--- src/design/csfu_pkg.sv ---
`default_nettype none
package csfu_pkg;
  localparam int MaxXDef  = 128;
  localparam int MaxYDef  = 128;
  localparam int MaxZDef  = 128;
  localparam int GuardDef = 1;
  localparam int DW       = 32;
  // floored product term and sum widths
  localparam int QW       = 2*DW - 14;
  localparam int RW       = QW + 2;

  typedef enum logic [2:0] {
    RegMode  = 3'd0,
    RegCoefX = 3'd1,
    RegCoefY = 3'd2,
    RegCoefZ = 3'd3,
    RegCoefT = 3'd4,
    RegDimX  = 3'd5,
    RegDimY  = 3'd6,
    RegDimZ  = 3'd7
  } reg_idx_e;

  typedef struct packed {
    logic signed [DW-1:0] z;
    logic signed [DW-1:0] y;
    logic signed [DW-1:0] x;
  } vec_t;

  // classified cell handed from front to back
  typedef struct packed {
    vec_t src;
    vec_t xm;
    vec_t ym;
    vec_t zm;
    vec_t old;
    vec_t cur;
    logic inner;
    logic last;
  } cell_t;

  // floor(p / 2^16) of a product
  function automatic logic signed [QW-1:0] shq(input logic signed [2*DW+1:0] p);
    shq = p[2*DW+1:16];
  endfunction

  function automatic logic signed [DW-1:0] sat(input logic signed [RW-1:0] v);
    if (v > $signed({{(RW-DW+1){1'b0}}, {(DW-1){1'b1}}})) begin
      sat = {1'b0, {(DW-1){1'b1}}};
    end else if (v < $signed({{(RW-DW+1){1'b1}}, {(DW-1){1'b0}}})) begin
      sat = {1'b1, {(DW-1){1'b0}}};
    end else begin
      sat = v[DW-1:0];
    end
  endfunction
endpackage
`default_nettype wire

--- src/design/csfu_fifo.sv ---
`default_nettype none
module csfu_fifo (
  input  wire logic            clk_i,
  input  wire logic            rst_ni,
  input  wire logic            in_valid_i,
  output logic                 in_ready_o,
  input  wire csfu_pkg::cell_t in_i,
  output logic                 out_valid_o,
  input  wire logic            out_ready_i,
  output csfu_pkg::cell_t      out_o
);
  import csfu_pkg::*;
  cell_t mem_q [2];
  logic wp_q, rp_q;
  logic [1:0] cnt_q;
  logic push, pop;

  assign in_ready_o  = cnt_q != 2'd2;
  assign out_valid_o = cnt_q != 2'd0;
  assign push = in_valid_i && in_ready_o;
  assign pop  = out_valid_o && out_ready_i;
  assign out_o = mem_q[rp_q];

  always_ff @(posedge clk_i) begin
    if (push) mem_q[wp_q] <= in_i;
  end

  always_ff @(posedge clk_i or negedge rst_ni) begin
    if (!rst_ni) begin
      wp_q <= 1'b0; rp_q <= 1'b0; cnt_q <= 2'd0;
    end else begin
      if (push) wp_q <= !wp_q;
      if (pop) rp_q <= !rp_q;
      cnt_q <= cnt_q + {1'b0, push} - {1'b0, pop};
    end
  end
endmodule
`default_nettype wire

--- config.mk ---
export PLATFORM = sky130hd
export DESIGN_NAME = csfu_fifo
export DESIGN_NICKNAME = d
export VERILOG_FILES = /design/src/design/csfu_pkg.sv /design/src/design/csfu_fifo.sv
export SDC_FILE = /design/constraint.sdc
export NUM_CORES = 1
export LEC_CHECK = 0
export ABC_AREA = 1
export BUFFER_PORTS_ARGS = -buffer_cell sky130_fd_sc_hd__buf_2
export CORE_AREA = 2 2 447 449
export CTS_BUF_LIST = sky130_fd_sc_hd__clkbuf_8
export DETAILED_ROUTE_END_ITERATION = 10
export DIE_AREA = 0 0 449 451
export GPL_ROUTABILITY_DRIVEN = 0
export PLACE_DENSITY = 0.45
export SLEW_MARGIN = 10
export SYNTH_ARGS = -nofsm -noshare
export SYNTH_HDL_FRONTEND = slang
export SYNTH_SLANG_ARGS = --single-unit
export TNS_END_PERCENT = 50
--- constraint.sdc ---
create_clock -name clk_i -period 28.2 [get_ports clk_i]
set_clock_uncertainty 0.05 [all_clocks]
set_input_delay 8.46 -clock clk_i [delete_from_list [all_inputs] [get_ports clk_i]]
set_output_delay 8.46 -clock clk_i [all_outputs]
set_load 0.01 [all_outputs]
## Word level (Yosys, flattened, before mapping)

Memory sizes are Yosys's and may differ from the RTL's.
Index checks and enable logic that the tools add are counted.

| storage, ports and cells | value |
|---|---|
| memories | 1 |
| register bits | 4 |
| input port bits | 582 |
| memory bits (writable) | 1,156 |
| output and inout bits | 580 |
| word-level logic and storage cells | 14 |

Memories:

| memory | depth | width | read ports | clocked after memory_dff | wr ports | RTL line | source |
|---|---|---|---|---|---|---|---|
| mem_q | 2 | 578 | 1 | 0 | 1 | csfu_fifo.sv:13 | `cell_t mem_q [2];` |

| cells by class | value |
|---|---|
| eq/ne operators | 1 |
| add/subtract/negate cells | 2 |
| mux-type cells | 2 |
| reductions and logical operators | 5 |

Operators by type and width:

| cell | count |
|---|---|
| $add 2x1->2 | 1 |
| $logic_and 1x1->1 | 2 |
| $logic_not 1->1 | 2 |
| $mux 1 | 2 |
| $ne 2x2->1 const B | 1 |
| $reduce_bool 2->1 | 1 |
| $sub 2x1->2 | 1 |

## Depth between registers and ports, before layout

| logic depth | value |
|---|---|
| word-level depth | 4 |
| gate-level depth with buffers | 12 |
| gate-level depth less buffers | 12 |

## Worst setup path before layout

Ideal clock, no wire load.

| timing path | value |
|---|---|
| kind | input port to flip-flop |
| start | input port in_valid_i |
| end | memory mem_q[1][0] in the netlist's numbering, enable pin |
| buffers on the path | 0 |
| data arrival time | 32.487 ns |
| setup slack | -5.872 ns |
| stages | 2 |
| library setup time | 1.536 ns |
| data required time | 26.614 ns |
| cell sequence | nand2_1 -> nor2_1 |

| on the way | value |
|---|---|
| cells in the longest elaborated chain, start to end | 3 |

Ends and longest elaborated chain:

| item | RTL line | source |
|---|---|---|
| from (decl) | csfu_fifo.sv:5 | `input wire logic in_valid_i,` |
| $logic_and 1x1->1 | csfu_fifo.sv:20 | `assign push = in_valid_i && in_ready_o;` |
| $mux 1 | csfu_fifo.sv:25 | `if (push) mem_q[wp_q] <= in_i;` |
| $mux 1 (not written as such) | csfu_fifo.sv:25 |  |
| to (decl) | csfu_fifo.sv:13 |  |

Every way passes these cells.

## Final worst setup path

| timing path | value |
|---|---|
| start | input port in_valid_i |
| end | memory mem_q[0][297] in the netlist's numbering, enable pin |

The elaborated chain is that of the path after synthesis.

==> results.rst <==
.. list-table::
   :header-rows: 1

   * - Metric
     - Value
   * - Setup-failing EPs final
     - 0
   * - # DRC
     - 0
   * - CTS root buffer
     - clkbuf_8
   * - Type of the worst setup path
     - in -> reg
   * - Kind of capture point of the worst setup path
     - flop
   * - Clock tree from TritonCTS
     - yes
   * - CP required
     - 28.65 ns
   * - Met1 Routed Length
     - 56500 microns
   * - Critical Path, Cell by Cell
     - buf_2, nand2_1, nor2_4, buf_4, buf_4, buf_4, buf_4, buf_4
   * - Synth area leader
     - edfxtp_1
   * - Initial antenna violation count
     - 82
   * - Synthesized area per cell
     - 13.8 sq um
   * - Cells on worst reg2reg path
     - 8
   * - Syn_nets
     - 3633
   * - CORE AREA
     - 0.198 sq mm
   * - PostCTS Resize Cnt
     - 0
   * - Placed wire-length estimate after detailed placement
     - 103000 microns
   * - PnR worst setup slack
     - 15.19 ns
   * - Fraction of the yosys area taken by sequential cells
     - 82.6%
   * - Crit Reg-Reg Endpoint
     - mem_q[0][297]
   * - Pre-CTS setup slack
     - 14.05 ns
   * - Class of the most critical hold timing path
     - reg -> reg
   * - Pwr dens
     - 108 mW/mm^2
   * - DR WL met3
     - 13000 microns
   * - Post-CTS setup repair buffer count
     - 0
   * - Post-DR vias/cell
     - 3.85
   * - Count of buffers inserted at the top-level ports
     - 1161
   * - Area growth from synthesis to final layout
     - 30.0%
   * - Worst stage delay on the critical path
     - 0.91 ns
   * - Hold Path Depth
     - 1
   * - Leakage power summed over all cells
     - 23.0 nW
   * - Cts hold-fix bufs
     - 0
   * - Cell with the most instances on the worst path
     - buf_4
   * - Overall power after layout
     - 5.92 mW
   * - Overall fraction of global-route tracks in use
     - 13.7%
   * - Sum of routed wire length over all layers
     - 145000 microns
   * - Flop2flop setup slack
     - 22.34 ns
   * - Clock Pin Slew Worst Setup and Hold Paths
     - 0.06 ns
   * - Final hold vios
     - 0
   * - Number of global-route vias before repair
     - 26600
   * - Final Cycle Share
     - 46.1%
   * - Worst skew pair latency
     - 0.91 ns
   * - Post-Place Cell Area
     - 0.0509 sq mm
   * - Net total in the final layout
     - 4902
   * - Cells after Synth
     - 3050
   * - # rows
     - 164
   * - Type of origin of the critical path
     - input port
   * - Proportion of layout cells with a drive suffix above 1
     - 32.2%
   * - Clock period minus final worst setup slack
     - 13.01 ns
   * - Highest layer used for signal routing
     - met5
   * - Final routed wire length divided by cell count
     - 20.3 microns
   * - Largest delay contributor family on the critical path
     - buffers and inverters
   * - Crit Path Max Fanout
     - 70
   * - Worst-case hold slack
     - 0.512 ns
   * - Max_slew headroom
     - 28.9%
   * - Max-slew violation count
     - 0
   * - Die Area
     - 0.202 sq mm
   * - Global-route wire length before repair
     - 199000 microns
   * - Largest cells by area after synthesis
     - edfxtp_1, nand2_1, buf_2, buf_4, dfrtp_1
   * - Core utilization of the finished layout
     - 27.7%
   * - Cell at the slowest stage of the critical path
     - buf_4
   * - Reg-to-reg critical path startpoint
     - cnt_q[1]
   * - Total of flip-flops plus latches after synthesis
     - 1160
   * - Run status
     - finished, final reports clean
   * - Num Clock Sinks
     - 1160
   * - CTS buffer count
     - 203
   * - Number of unique standard cell types used by synthesis
     - 16
   * - Maximum capacitance violations
     - 0
   * - Instance count after placement with tap cells included
     - 6770
   * - Endpoint arrival time on the critical path
     - 13.46 ns
   * - Number of design-rule violations left by the first detailed-router iteration
     - 1840
   * - Global-route congestion overflow total
     - 0
   * - Die span in x
     - 449 microns
   * - DR vias
     - 27600
   * - Maximum number of pins on one net before global-route repair
     - 171
   * - Antenna viol nets, final
     - 0
   * - Max clock buf depth
     - 3
   * - Syn Std Cell Area
     - 0.0422 sq mm
   * - Final cell count without fillers
     - 7161
   * - Initial Util
     - 21.3%
   * - Post-Route Setup TNS
     - 0 ns
   * - Number of I/O pins
     - 1162
   * - Peak VDD IR
     - 0.0605 mV
   * - Number of H-tree levels
     - 4
   * - Min-Delay Startpoint
     - cnt_q[0]
   * - Pin slew with the least headroom to its limit
     - 1.07 ns
   * - Post-synth top area share
     - 82.3%
   * - Unrepaired setup endpoints after global routing
     - no
   * - Number of warnings printed during yosys synthesis
     - 0
   * - Post-route design area
     - 0.0548 sq mm
   * - Vertical extent of the die
     - 451 microns
   * - Met2 routed WL
     - 71800 microns
   * - Highest Clock Rate
     - 76.9 MHz
   * - Length of the first detailed-routing pass in iterations
     - 5
   * - Hold worst-path end
     - cnt_q[0]
   * - Buffers plus inverters on the worst setup path
     - 6
## placed cells by master, fill, tap and decap left out
master	n
a21oi_1	1
buf_12	4
buf_2	1161
buf_4	27
bufinv_16	9
clkbuf_8	205
clkinv_1	56
clkinv_16	1
clkinv_2	18
clkinv_4	1
clkinvlp_4	1
dfrtp_1	3
dfrtp_4	1
diode_2	25
edfxtp_1	1156
ha_1	1
inv_1	70
inv_12	3
inv_16	5
inv_6	2
inv_8	3
nand2_1	1743
nand3_1	2
nor2_1	3
nor2_4	2
o21ai_0	1
xor2_1	1
## sequential cells by signal, indices dropped and copies added (netlist names)
signal / cells
wp_q: 1
rp_q: 1
mem_q: 1156
cnt_q: 2
## metal layers
layer | vias to the layer above | global-route usage, %
met5 | - | 0
li1 | 13000 | -
met4 | 44 | 4.63
met3 | 293 | 5.70
met1 | 13200 | 15.8
met2 | 1048 | 23.0
## layout make-up
cell class,instances,area [sq um]
Clock buffer,205,2820
Fill cell,20700,143000
Antenna cell,25,62.6
Multi-Input combinational cell,1754,6620
Clock inverter,161,1040
Sequential cell,1160,34800
Timing Repair Buffer,1192,6090
Tap cell,2656,3320
Inverter,8,37.5
## cell families (layout without fill, tap and decap cells)
group | count (synthesis) | after routing | synth area share [%]
AOI/OAI and AO/OA | 2 | 2 | 0.0237
xor gates and xnor gates | 1 | 1 | 0.0208
adders and majority gates | 1 | 1 | 0.0297
other | 0 | 25 | 0
and+or+nand+nor | 1750 | 1750 | 15.6
DFF | 1160 | 1160 | 82.6
buffers and inverters | 136 | 1566 | 1.79
## worst register-to-register path: stages (launching register included)
cell and delay, ns:
dfrtp_1 0.41, nand2_1 0.15, nand2_1 0.18, nor2_4 0.67, buf_4 0.66, buf_4 0.70
buf_4 0.78, buf_4 0.94, buf_4 0.90
## power by group
| group | total [mW] | switching [mW] | internal, mW |
|---|---|---|---|
| logic | 2.00 | 1.45 | 0.547 |
| clock network | 1.48 | 0.715 | 0.768 |
| registers | 2.44 | 0.0864 | 2.35 |
| total | 5.92 | 2.25 | 3.67 |
## worst max-delay path by stage
stage                     startpoint            end  slack [ns]  depth (start not counted)
after floorplan           in_valid_i    mem_q[0][0]       -5.85                          2
after global placement    in_valid_i  mem_q[0][280]       14.04                          8
after detailed placement  in_valid_i  mem_q[0][231]       14.05                          8
after CTS                       rp_q     out_o[495]       15.05                          6
after global routing      in_valid_i  mem_q[0][297]       14.83                          8
final                     in_valid_i  mem_q[0][297]       15.19                          8
## cell usage after synthesis
cell,instances
xor2_1,1
inv_2,1
buf_4,36
buf_1,2
nand2_1,1743
edfxtp_1,1156
nand3_1,2
buf_6,2
a21oi_1,1
inv_1,7
ha_1,1
o21ai_0,1
dfrtp_1,4
buf_2,76
clkbuf_1,12
nor2_1,5
Power figures use the tool's default switching activity.
